### config.mk
export PLATFORM = sky130hd
export DESIGN_NAME = gg_queue
export DESIGN_NICKNAME = d
export VERILOG_FILES = /design/src/hdl/gg_pkg.sv /design/src/hdl/gg_queue.sv
export VERILOG_INCLUDE_DIRS = /design/src /design/src/hdl
export SDC_FILE = /design/constraint.sdc
export NUM_CORES = 1
export LEC_CHECK = 0
export CAP_MARGIN = 5
export CORE_ASPECT_RATIO = 1.75
export CORE_UTILIZATION = 65
export CTS_BUF_LIST = sky130_fd_sc_hd__clkbuf_8
export CTS_CLUSTER_SIZE = 28
export DETAILED_ROUTE_END_ITERATION = 8
export DONT_BUFFER_PORTS = 1
export PLACE_DENSITY = 0.9
export SYNTH_ARGS = -nofsm -noshare
export SYNTH_HDL_FRONTEND = slang
export SYNTH_SLANG_ARGS = --single-unit
export TNS_END_PERCENT = 100
### constraint.sdc
create_clock -name i_clk -period 6.3 [get_ports i_clk]
set_input_delay 0.63 -clock i_clk [delete_from_list [all_inputs] [get_ports i_clk]]
set_output_delay 0.63 -clock i_clk [all_outputs]
set_load 0.01 [all_outputs]
### src/hdl/gamma_graymap_pixel_encoder_core_assert.svh
// Assertion macros shared by gg_queue and gg_back.
// Define NO_ASSERTIONS to compile them out.
`ifndef GAMMA_GRAYMAP_PIXEL_ENCODER_CORE_ASSERT_SVH
`define GAMMA_GRAYMAP_PIXEL_ENCODER_CORE_ASSERT_SVH
`ifndef NO_ASSERTIONS
`define GG_ASSERT_IMPL(label, clk, rst_n, ante, cons) \
    label: assert property (@(posedge clk) disable iff (!(rst_n)) (ante) |-> (cons)) \
        else $error("assertion failed");
`define GG_ASSERT_NEXT(label, clk, rst_n, ante, cons) \
    label: assert property (@(posedge clk) disable iff (!(rst_n)) (ante) |=> (cons)) \
        else $error("assertion failed");
`else
`define GG_ASSERT_IMPL(label, clk, rst_n, ante, cons)
`define GG_ASSERT_NEXT(label, clk, rst_n, ante, cons)
`endif
`endif

### src/hdl/gg_pkg.sv
// Shared constants, types and curve-table functions for the gray-map encoder.
// No dependencies.
`timescale 1ns / 1ps
package gg_pkg;

    localparam int FRAC_BITS_DEF   = 16;
    localparam int CURVE_DEPTH_DEF = 1024;
    localparam int QUEUE_DEPTH     = 4;

    localparam int CFG_IDX_W  = 8;
    localparam int CFG_DATA_W = 16;
    localparam logic [CFG_IDX_W-1:0] CFG_MAX_GRAY      = 8'd0;
    localparam logic [CFG_IDX_W-1:0] CFG_SAMPLE_FORMAT = 8'd1;

    localparam logic FMT_INT   = 1'b0;
    localparam logic FMT_FIXED = 1'b1;

    localparam logic [15:0] MAX_GRAY_RST = 16'd255;

    localparam logic [63:0] Q30_ONE = 64'd1 << 30;

    typedef struct packed {
        logic [63:0]        m;
        logic signed [31:0] e;
    } t_pflt;

    // normalise mantissa into [2^30, 2^31)
    function automatic t_pflt pf_make(logic [63:0] m, logic signed [31:0] e);
        t_pflt              r;
        logic [63:0]        mm;
        logic signed [31:0] ee;
        mm = m;
        ee = e;
        while (mm >= (Q30_ONE << 1)) begin
            mm = mm >> 1;
            ee = ee + 32'sd1;
        end
        while (mm < Q30_ONE) begin
            mm = mm << 1;
            ee = ee - 32'sd1;
        end
        r.m = mm;
        r.e = ee;
        return r;
    endfunction

    function automatic t_pflt pf_mul(t_pflt a, t_pflt b);
        return pf_make((a.m * b.m) >> 30, a.e + b.e);
    endfunction

    function automatic t_pflt pf_pow9(t_pflt a);
        t_pflt a2, a4, a8;
        a2 = pf_mul(a, a);
        a4 = pf_mul(a2, a2);
        a8 = pf_mul(a4, a4);
        return pf_mul(a8, a);
    endfunction

    function automatic t_pflt pf_pow20(t_pflt a);
        t_pflt a2, a4, a5, a10;
        a2  = pf_mul(a, a);
        a4  = pf_mul(a2, a2);
        a5  = pf_mul(a4, a);
        a10 = pf_mul(a5, a5);
        return pf_mul(a10, a10);
    endfunction

    function automatic logic pf_le(t_pflt a, t_pflt b);
        if (a.e != b.e) begin
            return a.e < b.e;
        end
        return a.m <= b.m;
    endfunction

    // Q30 entry k of (k/d)^0.45: largest y with (y/2^30)^20 <= (k/d)^9
    function automatic logic [30:0] curve_entry(int k, int d);
        t_pflt       d9, rhs, lhs;
        logic [63:0] lo, hi, mid;
        if (k == 0) begin
            return 31'd0;
        end
        if (k == d) begin
            return 31'(Q30_ONE);
        end
        d9  = pf_pow9(pf_make(64'(d), 32'sd30));
        rhs = pf_pow9(pf_make(64'(k), 32'sd30));
        lo  = 64'd0;
        hi  = Q30_ONE;
        while (hi - lo > 64'd1) begin
            mid = lo + ((hi - lo) >> 1);
            lhs = pf_mul(pf_pow20(pf_make(mid, 32'sd0)), d9);
            if (pf_le(lhs, rhs)) begin
                lo = mid;
            end else begin
                hi = mid;
            end
        end
        return 31'(lo);
    endfunction

endpackage

### src/hdl/gg_queue.sv
// Short FIFO between the front end and the curve back end.
// Depends on gg_pkg and the assertion header.
`timescale 1ns / 1ps
`include "gamma_graymap_pixel_encoder_core_assert.svh"
module gg_queue #(
    parameter int WIDTH = 18
) (
    input  logic             i_clk,
    input  logic             i_rst_n,
    input  logic             i_vld,
    input  logic [WIDTH-1:0] i_data,
    output logic             o_rdy,
    output logic             o_vld,
    output logic [WIDTH-1:0] o_data,
    input  logic             i_rdy
);
    localparam int DEPTH = gg_pkg::QUEUE_DEPTH;
    localparam int PTR_W = $clog2(DEPTH);
    localparam int CNT_W = $clog2(DEPTH + 1);

    logic [WIDTH-1:0] r_mem [DEPTH];
    logic [PTR_W-1:0] r_wr, r_rd;
    logic [CNT_W-1:0] r_count;
    logic             w_push, w_pop;

    assign o_rdy  = r_count < CNT_W'(DEPTH);
    assign o_vld  = r_count != '0;
    assign o_data = r_mem[r_rd];
    assign w_push = i_vld && o_rdy;
    assign w_pop  = o_vld && i_rdy;

    // store the incoming request
    always_ff @(posedge i_clk) begin
        if (w_push) begin
            r_mem[r_wr] <= i_data;
        end
    end

    // advance pointers and fill count
    always_ff @(posedge i_clk) begin
        if (!i_rst_n) begin
            r_wr    <= '0;
            r_rd    <= '0;
            r_count <= '0;
        end else begin
            if (w_push) begin
                r_wr <= (r_wr == PTR_W'(DEPTH - 1)) ? '0 : r_wr + 1'b1;
            end
            if (w_pop) begin
                r_rd <= (r_rd == PTR_W'(DEPTH - 1)) ? '0 : r_rd + 1'b1;
            end
            if (w_push && !w_pop) begin
                r_count <= r_count + 1'b1;
            end else if (w_pop && !w_push) begin
                r_count <= r_count - 1'b1;
            end
        end
    end

    `GG_ASSERT_IMPL(a_count_bound, i_clk, i_rst_n, 1'b1, r_count <= CNT_W'(DEPTH))
    `GG_ASSERT_NEXT(a_push_grows, i_clk, i_rst_n, w_push && !w_pop, r_count != '0)
    `GG_ASSERT_IMPL(a_ptrs_meet, i_clk, i_rst_n, r_count == '0, r_wr == r_rd)
endmodule

==> impl_results.md <==
* CTS Hold Bufs at 0
* Top_reg_cell synth: edfxtp_1
* Slew HR at 30.3%
* Clock skew at 0.00294 ns
* Multiplexer share of the synthesized area at 15.0%
* Endpoints failing setup at 0
* Post-detail-place hpwl at 3.08 mm
* Max incr delay on CP at 1.01 ns
* Adder-Cell Fraction of Synth Area at 3.06%
* First-pass GRT wire length at 6.77 mm
* Total Power at 1.21 mW
* Antenna Nets Post-Route at 0
* Port bufs at 0
* Layout cells sized above 1 at 13.2%
* Worst Max-Slew Pin Slew at 1.04 ns
* Max-cap violations at 0
* Post-synthesis compound-gate area fraction at 0.967%
* Combinational fraction of design power at 18.4%
* Antenna cells at 0
* CTS Sinks at 81
* Outcome: completed
* Die H at 93.4 µm
* Clock power frac at 23.3%
* Cell Rows at 32
* RePlAce Congestion at 0.677
* Number of global-route vias before repair at 1345
* Crit. End Element: output pin
* CP delay by family, top: flip-flops
* H-Tree Depth at 3
* Via-to-Cell Ratio at 6.28
* Most common cell in the synthesized netlist: edfxtp_1
* HP Class: input port to flop
* Worst Path Buf+Inv at 0
* Initial core utilization at 69.3%
* DRT Pass-1 Iters at 4
* Ys async rst share at 0%
* Final WL at 4.55 mm
* Power density over the cells at 371 nW/µm²
* CP max-delay cell: dfxtp_1
* Post-synth EDFFs at 72
* Routed vias at 1269
* Post-placement cell count at 188
* Residual DRC at 0
* Fin. Hold Viols at 0
* Setup repair bufs after CTS at 0
* GRT Residual Overflow at 0
* Post-synthesis simple-gate area fraction at 3.02%
* Starting DRT DRC Count at 24
* Post-synthesis xor/xnor area fraction at 0.564%
* Post-Synthesis Cells at 142
* Nets at 177
* Fmax at 368 MHz
* RSZ-0062 raised after global routing: no
* Sw Share at 26.0%
* Synthesized net count at 171
* Clock slew at reported path FFs at 0.07 ns
* Avg Inst Size Synth at 21.9 µm²
* Largest family of logic cells by synthesized area: multiplexers
* Syn. warnings at 0
* Layout area overhead at 5.20%
* Area contributors post-synth: edfxtp_1, mux4_2, mux4_1
* Drt wl/cell at 22.5 µm
* Sw Pwr at 0.315 mW
* Worst-skew pair later-pin latency at 0.33 ns
* TNS Setup at 0 ns
* Fin crit share at 43.1%
* CP Class: flop to output pin
* Cts repair resizes at 0
* Commonest cells post-synth: edfxtp_1, mux4_2, dfxtp_1, mux4_1, ha_1
* Power share of the sequential group at 58.2%
* Post-synth top area share at 69.6%
* Crit path launch type: flop
* Largest net degree at the start of global routing at 19
* Initial antenna violation count at 0
* Die Area at 5070 µm²
* Sequential area share after synthesis at 75.4%
* Final min period at 2.71 ns
* Pleak at 1.08 nW
* Post-synth top area cell: edfxtp_1
* Mapped cell area at 3110 µm²
* Crit Path Max Fanout at 18
* Core box area at 4480 µm²
* Clock Root Buffer: clkbuf_8
* Number of synthesized register bits at 81
* Data arrival time of the critical path at 2.08 ns
* GRT Overall Usage at 20.9%
* I/O pin cnt at 42
* Worst IR Drop VDD at 0.000242 V
* CTS Buf Count at 9
* Crit-path cells: mux4_1
* CTS tree: yes
* Bufs on Longest Clock Path at 2
* Yosys cell types at 22
* Finished Layout Cells at 202
* Total internal power at 0.896 mW
* Max-slew violations at 0
* WP data required at 5.67 ns
* Die Span X at 54.3 µm
[area by class of cell]
cell class	count	area, µm²
multi-input combinational	52	702
tap	51	63.8
clock buffer	9	124
fill	258	1220
inverter	4	15.0
clock inverter	5	20.0
sequential	81	2340
[final timing paths]
path | startpoint | end | slack, ns | cells after the start
setup reg to reg | r_count[0]$_SDFFE_PN0P_ | r_count[2]$_SDFFE_PN0P_ | 3.82 | 7
setup / recovery | flop | o_data[10] | 3.59 | 1
hold reg to reg | r_rd[1]$_SDFFE_PN0P_ | flop | 0.56 | 2
hold / removal | i_data[8] | r_mem[2][8]$_DFFE_PP_ | 0.39 | 0
[flip-flops by register name, indices dropped and copies added (netlist names), named ones only]
register  cells
r_wr          2
r_count       3
r_rd          2
r_mem        72
[through the flow]
| stage | area [µm²] | hold slack [ns] | util [%] | setup WS, ns |
|---|---|---|---|---|
| after global placement | 3120 | 0.499 | 69.6 | 3.91 |
| after global routing | 3270 | 0.371 | 72.9 | 3.45 |
| after floorplan | 3110 | 0.478 | - | 4.17 |
| after CTS | 3270 | 0.375 | 72.9 | 3.50 |
| after detailed placement | 3120 | 0.536 | 69.6 | 3.72 |
| final | 3270 | 0.394 | 72.9 | 3.59 |
[cell usage in the layout, fill, tap and decap left out, types with 2 or more instances in the layout]
master | Yosys | layout
mux4_2 | 10 | 10
mux4_1 | 8 | 8
and2_1 | 5 | 5
nand2_1 | 2 | 2
ha_1 | 6 | 6
nor2b_1 | 4 | 4
nor2_1 | 2 | 2
or3_1 | 2 | 2
nand3_1 | 2 | 2
dfxtp_1 | 9 | 9
clkbuf_8 | 0 | 9
o21ai_0 | 3 | 3
mux2i_1 | 3 | 3
edfxtp_1 | 72 | 72
inv_1 | 4 | 8
[cells by family (layout without fill, tap and decap cells)]
kind of cell | Yosys count | count (layout)
compound gates | 5 | 5
xor+xnor | 2 | 2
mux | 21 | 21
buf+inv | 9 | 18
flops | 81 | 81
fa+ha+maj | 7 | 7
simple gates | 17 | 17
[layer usage]
layer / up-vias / global-route usage [%] / part of all wire [%]
met2: 43 / 35.9 / 57
li1: 581 / - / -
met1: 638 / 21.6 / 35
met3: 7 / 6.83 / 6.0
met5: - / 0 / 0
met4: 0 / 10.3 / 2.0
[power by group through the flow]
stage	clock [mW]	sequential [mW]	combinational, mW
floorplan	0	0.679	0.231
detailed placement	0	0.719	0.226
global placement	0	0.711	0.210
finish	0.283	0.705	0.223
CTS	0.289	0.708	0.227
global route	0.310	0.715	0.243
Note: power is estimated with default switching activity, not from simulation.
