<file path="src/hdl/gamma_graymap_pixel_encoder_core_assert.svh">
// Assertion macros shared by gg_queue and gg_back.
// Define NO_ASSERTIONS to compile them out.
`ifndef GAMMA_GRAYMAP_PIXEL_ENCODER_CORE_ASSERT_SVH
`define GAMMA_GRAYMAP_PIXEL_ENCODER_CORE_ASSERT_SVH
`ifndef NO_ASSERTIONS
`define GG_ASSERT_IMPL(label, clk, rst_n, ante, cons) \
    label: assert property (@(posedge clk) disable iff (!(rst_n)) (ante) |-> (cons)) \
        else $error("assertion failed");
`define GG_ASSERT_NEXT(label, clk, rst_n, ante, cons) \
    label: assert property (@(posedge clk) disable iff (!(rst_n)) (ante) |=> (cons)) \
        else $error("assertion failed");
`else
`define GG_ASSERT_IMPL(label, clk, rst_n, ante, cons)
`define GG_ASSERT_NEXT(label, clk, rst_n, ante, cons)
`endif
`endif

</file>
<file path="src/hdl/gg_pkg.sv">
// Shared constants, types and curve-table functions for the gray-map encoder.
// No dependencies.
`timescale 1ns / 1ps
package gg_pkg;

    localparam int FRAC_BITS_DEF   = 16;
    localparam int CURVE_DEPTH_DEF = 1024;
    localparam int QUEUE_DEPTH     = 4;

    localparam int CFG_IDX_W  = 8;
    localparam int CFG_DATA_W = 16;
    localparam logic [CFG_IDX_W-1:0] CFG_MAX_GRAY      = 8'd0;
    localparam logic [CFG_IDX_W-1:0] CFG_SAMPLE_FORMAT = 8'd1;

    localparam logic FMT_INT   = 1'b0;
    localparam logic FMT_FIXED = 1'b1;

    localparam logic [15:0] MAX_GRAY_RST = 16'd255;

    localparam logic [63:0] Q30_ONE = 64'd1 << 30;

    typedef struct packed {
        logic [63:0]        m;
        logic signed [31:0] e;
    } t_pflt;

    // normalise mantissa into [2^30, 2^31)
    function automatic t_pflt pf_make(logic [63:0] m, logic signed [31:0] e);
        t_pflt              r;
        logic [63:0]        mm;
        logic signed [31:0] ee;
        mm = m;
        ee = e;
        while (mm >= (Q30_ONE << 1)) begin
            mm = mm >> 1;
            ee = ee + 32'sd1;
        end
        while (mm < Q30_ONE) begin
            mm = mm << 1;
            ee = ee - 32'sd1;
        end
        r.m = mm;
        r.e = ee;
        return r;
    endfunction

    function automatic t_pflt pf_mul(t_pflt a, t_pflt b);
        return pf_make((a.m * b.m) >> 30, a.e + b.e);
    endfunction

    function automatic t_pflt pf_pow9(t_pflt a);
        t_pflt a2, a4, a8;
        a2 = pf_mul(a, a);
        a4 = pf_mul(a2, a2);
        a8 = pf_mul(a4, a4);
        return pf_mul(a8, a);
    endfunction

    function automatic t_pflt pf_pow20(t_pflt a);
        t_pflt a2, a4, a5, a10;
        a2  = pf_mul(a, a);
        a4  = pf_mul(a2, a2);
        a5  = pf_mul(a4, a);
        a10 = pf_mul(a5, a5);
        return pf_mul(a10, a10);
    endfunction

    function automatic logic pf_le(t_pflt a, t_pflt b);
        if (a.e != b.e) begin
            return a.e < b.e;
        end
        return a.m <= b.m;
    endfunction

    // Q30 entry k of (k/d)^0.45: largest y with (y/2^30)^20 <= (k/d)^9
    function automatic logic [30:0] curve_entry(int k, int d);
        t_pflt       d9, rhs, lhs;
        logic [63:0] lo, hi, mid;
        if (k == 0) begin
            return 31'd0;
        end
        if (k == d) begin
            return 31'(Q30_ONE);
        end
        d9  = pf_pow9(pf_make(64'(d), 32'sd30));
        rhs = pf_pow9(pf_make(64'(k), 32'sd30));
        lo  = 64'd0;
        hi  = Q30_ONE;
        while (hi - lo > 64'd1) begin
            mid = lo + ((hi - lo) >> 1);
            lhs = pf_mul(pf_pow20(pf_make(mid, 32'sd0)), d9);
            if (pf_le(lhs, rhs)) begin
                lo = mid;
            end else begin
                hi = mid;
            end
        end
        return 31'(lo);
    endfunction

endpackage

</file>
<file path="src/hdl/gg_sample_if.sv">
// Input sample channel: valid/ready plus one sample request.
// Depends on nothing.
`timescale 1ns / 1ps
interface gg_sample_if;
    logic               valid;
    logic               ready;
    logic signed [31:0] sample_value;
    logic               final_sample;

    modport source (output valid, output sample_value, output final_sample, input ready);
    modport sink   (input valid, input sample_value, input final_sample, output ready);
endinterface

</file>
<file path="src/hdl/gg_front.sv">
// Front end: accepts samples, clamps them and normalises to a fraction v
// through a pipelined restoring divider. Depends on gg_pkg, gg_sample_if.
`timescale 1ns / 1ps
module gg_front #(
    parameter int FRAC_BITS = gg_pkg::FRAC_BITS_DEF
) (
    input  logic             i_clk,
    input  logic             i_rst_n,
    gg_sample_if.sink        i_smp,
    input  logic [15:0]      i_mg,
    input  logic             i_fmt,
    output logic             o_vld,
    output logic [FRAC_BITS:0] o_v,
    output logic             o_fin,
    input  logic             i_rdy
);
    localparam int NST = FRAC_BITS + 1;
    localparam logic [FRAC_BITS:0] V_ONE = (FRAC_BITS+1)'(1) << FRAC_BITS;

    logic [NST-1:0]   r_vld;
    logic [NST-1:0]   r_byp;
    logic [NST-1:0]   r_fin;
    logic [15:0]      r_rem [NST];
    logic [FRAC_BITS:0] r_q [NST];

    logic [15:0]      n_rem [NST];
    logic [FRAC_BITS:0] n_q [NST];
    logic             n_byp;
    logic             w_en;
    logic [16:0]      w_two;
    logic             w_ge;

    assign w_en        = !r_vld[NST-1] || i_rdy;
    assign i_smp.ready = w_en;

    always_comb begin
        // classify the incoming sample and seed the divider
        n_rem[0] = 16'd0;
        n_q[0]   = '0;
        n_byp    = 1'b1;
        if (i_smp.sample_value <= 32'sd0) begin
            n_q[0] = '0;
        end else if (i_fmt == gg_pkg::FMT_INT) begin
            if (i_smp.sample_value >= $signed({16'd0, i_mg})) begin
                n_q[0] = V_ONE;
            end else begin
                n_rem[0] = i_smp.sample_value[15:0];
                n_byp    = 1'b0;
            end
        end else begin
            if (i_smp.sample_value >= $signed(32'(V_ONE))) begin
                n_q[0] = V_ONE;
            end else begin
                n_q[0] = i_smp.sample_value[FRAC_BITS:0];
            end
        end

        // one quotient bit per stage
        w_two = '0;
        w_ge  = 1'b0;
        for (int j = 1; j < NST; j++) begin
            w_two = {r_rem[j-1], 1'b0};
            w_ge  = w_two >= {1'b0, i_mg};
            if (r_byp[j-1]) begin
                n_rem[j] = r_rem[j-1];
                n_q[j]   = r_q[j-1];
            end else begin
                n_rem[j] = w_ge ? 16'(w_two - {1'b0, i_mg}) : w_two[15:0];
                n_q[j]   = {r_q[j-1][FRAC_BITS-1:0], w_ge};
            end
        end
    end

    // advance the divider pipeline
    always_ff @(posedge i_clk) begin
        if (!i_rst_n) begin
            r_vld <= '0;
        end else if (w_en) begin
            r_vld <= {r_vld[NST-2:0], i_smp.valid};
        end
    end

    always_ff @(posedge i_clk) begin
        if (w_en) begin
            r_byp <= {r_byp[NST-2:0], n_byp};
            r_fin <= {r_fin[NST-2:0], i_smp.final_sample};
            for (int j = 0; j < NST; j++) begin
                r_rem[j] <= n_rem[j];
                r_q[j]   <= n_q[j];
            end
        end
    end

    assign o_vld = r_vld[NST-1];
    assign o_v   = r_q[NST-1];
    assign o_fin = r_fin[NST-1];
endmodule

</file>
<file path="src/flat_wrapper.sv">
// flat-port wrapper written by rule: the top's interface ports become plain ports
module gg_front_flat 
#(
    parameter int FRAC_BITS = gg_pkg::FRAC_BITS_DEF
)
  (i_clk, i_rst_n, i_mg, i_fmt, o_vld, o_v, o_fin, i_rdy, i_smp_valid, i_smp_sample_value, i_smp_final_sample, i_smp_ready);
  gg_sample_if i_smp_i ();
  input  logic i_clk;
  input  logic i_rst_n;
  input  logic [15:0] i_mg;
  input  logic i_fmt;
  output logic o_vld;
  output logic [FRAC_BITS:0] o_v;
  output logic o_fin;
  input  logic i_rdy;
  input wire logic [$bits(i_smp_i.valid)-1:0] i_smp_valid;
  input wire logic [$bits(i_smp_i.sample_value)-1:0] i_smp_sample_value;
  input wire logic [$bits(i_smp_i.final_sample)-1:0] i_smp_final_sample;
  output wire logic [$bits(i_smp_i.ready)-1:0] i_smp_ready;
  assign i_smp_i.valid = i_smp_valid;
  assign i_smp_i.sample_value = i_smp_sample_value;
  assign i_smp_i.final_sample = i_smp_final_sample;
  assign i_smp_ready = i_smp_i.ready;
  gg_front #(.FRAC_BITS(FRAC_BITS)) u_core (.i_clk(i_clk), .i_rst_n(i_rst_n), .i_smp(i_smp_i), .i_mg(i_mg), .i_fmt(i_fmt), .o_vld(o_vld), .o_v(o_v), .o_fin(o_fin), .i_rdy(i_rdy));
endmodule
</file>
<file path="config.mk">
export PLATFORM = sky130hd
export DESIGN_NAME = gg_front_flat
export DESIGN_NICKNAME = d
export VERILOG_FILES = /design/src/hdl/gamma_graymap_pixel_encoder_core_assert.svh /design/src/hdl/gg_pkg.sv /design/src/hdl/gg_sample_if.sv /design/src/hdl/gg_front.sv /design/src/flat_wrapper.sv
export SDC_FILE = /design/constraint.sdc
export NUM_CORES = 2
export LEC_CHECK = 0
export BUFFER_PORTS_ARGS = -buffer_cell sky130_fd_sc_hd__buf_2
export CORE_UTILIZATION = 58
export CTS_CLUSTER_DIAMETER = 80
export DETAILED_ROUTE_END_ITERATION = 6
export PLACE_DENSITY_LB_ADDON = 0.05
export SLEW_MARGIN = 10
export SYNTH_ARGS = -nofsm -noshare
export SYNTH_HDL_FRONTEND = slang
export SYNTH_SLANG_ARGS = --single-unit
export TNS_END_PERCENT = 1
</file>
<file path="constraint.sdc">
create_clock -name i_clk -period 17.15 [get_ports i_clk]
set_clock_uncertainty 0.1 [all_clocks]
set_input_delay 0.8575 -clock i_clk [delete_from_list [all_inputs] [get_ports i_clk]]
set_output_delay 0.8575 -clock i_clk [all_outputs]
set_load 0.02 [all_outputs]
</file>
==> results.txt <==
----------------------------------------------------
[Run status]
  Status ... complete, no violations

[Setup path]
  Worst flop-to-flop path startpoint ... u_core.r_vld[16]
  Flop2flop setup slack ... 12.85 ns
  Startpoint type of the worst setup path ... input port
  Critical path capture point type ... register
  CP peak stage delay ... 0.78 ns
  Critical path class ... in2reg
  Cell depth of the worst flop-to-flop path ... 6
  End of the worst register-to-register path ... u_core.r_rem[0][251]
  Data arrival time of the critical path ... roughly 4.9 ns
  CP max FO ... 18
  Max stage delay cell, worst path ... sky130_fd_sc_hd__a22o_1
  WP data required ... 17.40 ns
  Cell-by-cell trace of the critical path ... buf_2 > buf_4 > inv_1 > buf_4 > ha_1 > nor2b_2 > o31a_1 > o221a_2 > or3_1 > a211oi_2 > a22o_1 > mux2_2 > mux2_2

[Timing]
  Count of pins over their slew limit ... 0
  Least setup slack across all paths after layout ... about 12 ns
  Final hold viol count ... 0
  Worst-Margin Slew ... 1.10 ns
  Final worst path period share ... 27.2%
  Number of endpoints failing setup at the final stage ... 0
  Final Critical Period ... 4.66 ns
  Setup Total Neg Slack ... 0 ns
  Maximum clock frequency ... 0.215 GHz
  RSZ-0062 raised after global routing ... no
  Worst slew margin relative to its limit ... roughly a quarter

[Logic synthesis]
  Proportion of netlist area held by the largest area contributor ... between 40 and 50%
  Cell types occupying the most area after synthesis ... sky130_fd_sc_hd__edfxtp_1, sky130_fd_sc_hd__mux2_2, sky130_fd_sc_hd__ha_1
  Synth Net Count ... 3749
  Post-synthesis area per instance ... 11.2 µm²
  Post-synthesis async set-or-reset flop share ... 0%
  Netlist area before placement ... 0.0383 mm²
  Fraction of the yosys area taken by sequential cells ... 46.2%
  Post-synthesis register bit count ... 595
  Number of warnings printed during yosys synthesis ... 0
  Mapped Cells ... 3409
  Synth cell types ... 88
  Post-synthesis cell type with the largest combined area ... sky130_fd_sc_hd__edfxtp_1
  Top_reg_cell synth ... sky130_fd_sc_hd__edfxtp_1
  Number of enable-type register cells in the synthesized netlist ... slightly below 600

[Route]
  Detailed Route Iter0 Violations ... a little under 2000
  Antenna viol nets, final ... 0
  Drt pass-1 iters ... 5
  Final routed wirelength across all metal layers ... 87600 µm
  Vias after detailed routing ... 26889
  Ratio of routed vias to standard cells ... 6.15
  Post-route DRC violation count ... 0
  Post-DR wirelength/cell ... 20.0 µm

[Finish]
  Post-route design area ... 0.0419 mm²
  Count of filler cells inserted in the layout ... 5000
  Area growth from synthesis to layout ... 9.40%
  Util after Layout ... 64.6%
  Fraction of layout instances using a drive strength above 1 ... between 15 and 20%
  Diode insertion count for antenna repair ... 0
  Post-layout nets ... 3805
  Highest-count cells in the layout ignoring fill and taps ... sky130_fd_sc_hd__edfxtp_1, sky130_fd_sc_hd__mux2_2, sky130_fd_sc_hd__nand2_1
  Most common cell after layout, fill and taps aside ... sky130_fd_sc_hd__edfxtp_1

[Global route]
  Antenna violations before repair ... 0
  Largest net degree at the start of global routing ... 188
  Total overflow reported by the global router ... 0
  Total Routing Usage GR ... 26.3%
  Vias in the first global route ... 26441
  Wire length of the first global-routing pass ... 140000 µm

[Clocking]
  Worst skew pair latency ... 0.62 ns
  CTS root buf ... sky130_fd_sc_hd__clkbuf_16
  Gates resized, CTS repair ... 0
  Clock Tree Buf Depth ... 3
  Post-CTS Setup Repair Bufs ... 0
  Number of CTS-inserted buffers ... 69
  Number of hold-repair buffers added at the cts stage ... 0
  CTS tree ... built
  CTS HTree Levels ... 3
  Number of sinks on the clock net ... between 500 and 600
  Clock transition time at the flip-flop clock pins of the worst setup and hold paths ... roughly 0.060 ns

[Floorplanning]
  Floorplan Core Area ... 0.0649 mm²
  Chip height ... between 200 and 300 µm
  Overall die area ... 0.0671 mm²
  I/O pin count ... 74
  Starting density of the core ... 59.0%
  Chip Width ... between 200 and 300 µm
  Num rows ... 93

[Worst hold path]
  Worst Min Path Start ... u_core.r_fin[0]
  Path category of the worst min-delay check ... reg2reg
  Terminating pin of the worst hold path ... u_core.r_fin[1]
  Number of stages on the worst hold path ... 0

[Power]
  Power density over cell area ... slightly below 80 mW/mm²
  Leak ... roughly 18 nW
  Maximum ir drop on the vdd rail ... roughly 110 µV

[Place]
  Final HPWL DP ... 60200 µm
  Number of I/O port buffers ... 73
  Post-place setup slack ... 11.87 ns
  Final GP Congestion ... 0.909
  Post-DP Area ... a little under 0.04 mm²

[Flow run]
  Number of maximum-capacitance constraint violations ... 0

----------------------------------------------------
-- cell type report --
| type | count | area [µm²] | share of cell area (%) |
|---|---|---|---|
| clock buffers | 81 | 1780 | 4.25 |
| flip-flops and latches | 595 | 17700 | 42.2 |
| clock inverters | 42 | 594 | 1.42 |
| inverters | 70 | 270 | 0.644 |
| repair buffers | 119 | 723 | 1.72 |
| well taps | 855 | 1070 | 2.55 |
| multi-input cells | 2610 | 19800 | 47.2 |
-- report_power, final --
part,switching (mW),internal (mW)
Sequential,0.00144,1.58
Combinational,0.107,0.0661
Clock,0.602,0.933
-- cells by family after synthesis --
kind of cell | Yosys count | share of synthesized area (%)
muxes | 430 | 12.3
buffers and inverters | 204 | 2.22
AOI/OAI and AO/OA | 860 | 14.5
DFF | 595 | 46.2
xor gates and xnor gates | 174 | 3.98
and+or+nand+nor | 860 | 11.1
adders and majority gates | 286 | 9.63
-- metal layers --
| layer | routed length (µm) | share of wire (%) | vias up | GRT usage (%) |
|---|---|---|---|---|
| li1 | - | - | 13106 | - |
| met1 | 39200 | 45 | 12970 | 34.9 |
| met2 | 42100 | 48 | 643 | 44.6 |
| met3 | 3800 | 4.3 | 170 | 3.28 |
| met4 | 2580 | 2.9 | 0 | 8.65 |
| met5 | 0 | 0 | - | 0 |
-- worst max-delay path by stage --
stage / endpoint / cells after the start / startpoint
after floorplan: u_core.r_byp[0] / 4 / i_rdy
after global placement: u_core.r_rem[0][181] / 13 / i_mg[1]
after detailed placement: u_core.r_rem[0][181] / 13 / i_mg[1]
after CTS: u_core.r_rem[0][181] / 13 / i_mg[1]
after global routing: u_core.r_rem[0][181] / 13 / i_mg[1]
final: u_core.r_rem[0][181] / 13 / i_mg[1]
-- synthesized netlist by cell type, types with 68 or more instances --
cell / n
sky130_fd_sc_hd__nand2_1: 294
sky130_fd_sc_hd__edfxtp_1: 578
sky130_fd_sc_hd__nor2_1: 157
sky130_fd_sc_hd__a21oi_1: 224
sky130_fd_sc_hd__mux2_2: 342
sky130_fd_sc_hd__clkbuf_1: 98
sky130_fd_sc_hd__nor2b_1: 94
sky130_fd_sc_hd__o21ai_0: 228
sky130_fd_sc_hd__mux2i_1: 87
sky130_fd_sc_hd__inv_1: 68
sky130_fd_sc_hd__ha_1: 271
sky130_fd_sc_hd__xnor2_1: 111
-- state kept, by name (all words and copies together) (netlist names) --
register      count
u_core.r_byp     16
u_core.r_vld     17
u_core.r_q      289
u_core.r_fin     17
u_core.r_rem    256
-- metrics by stage --
stage	hold WS [ns]	cells	power, mW
global placement	0.301	4249	1.77
finish	0.320	4372	3.29
detailed placement	0.305	4249	1.78
floorplan	0.300	3409	1.72
CTS	0.289	4372	3.32
global route	0.292	4372	3.39
-- critical path: cells and delay by family --
family          cells  cell delay [ns]
compound gates      4             1.61
buf+inv             4             0.88
mux                 2             0.67
simple gates        2             0.50
fa+ha+maj           1             0.35
No activity file was read; power rests on OpenSTA's default activity.
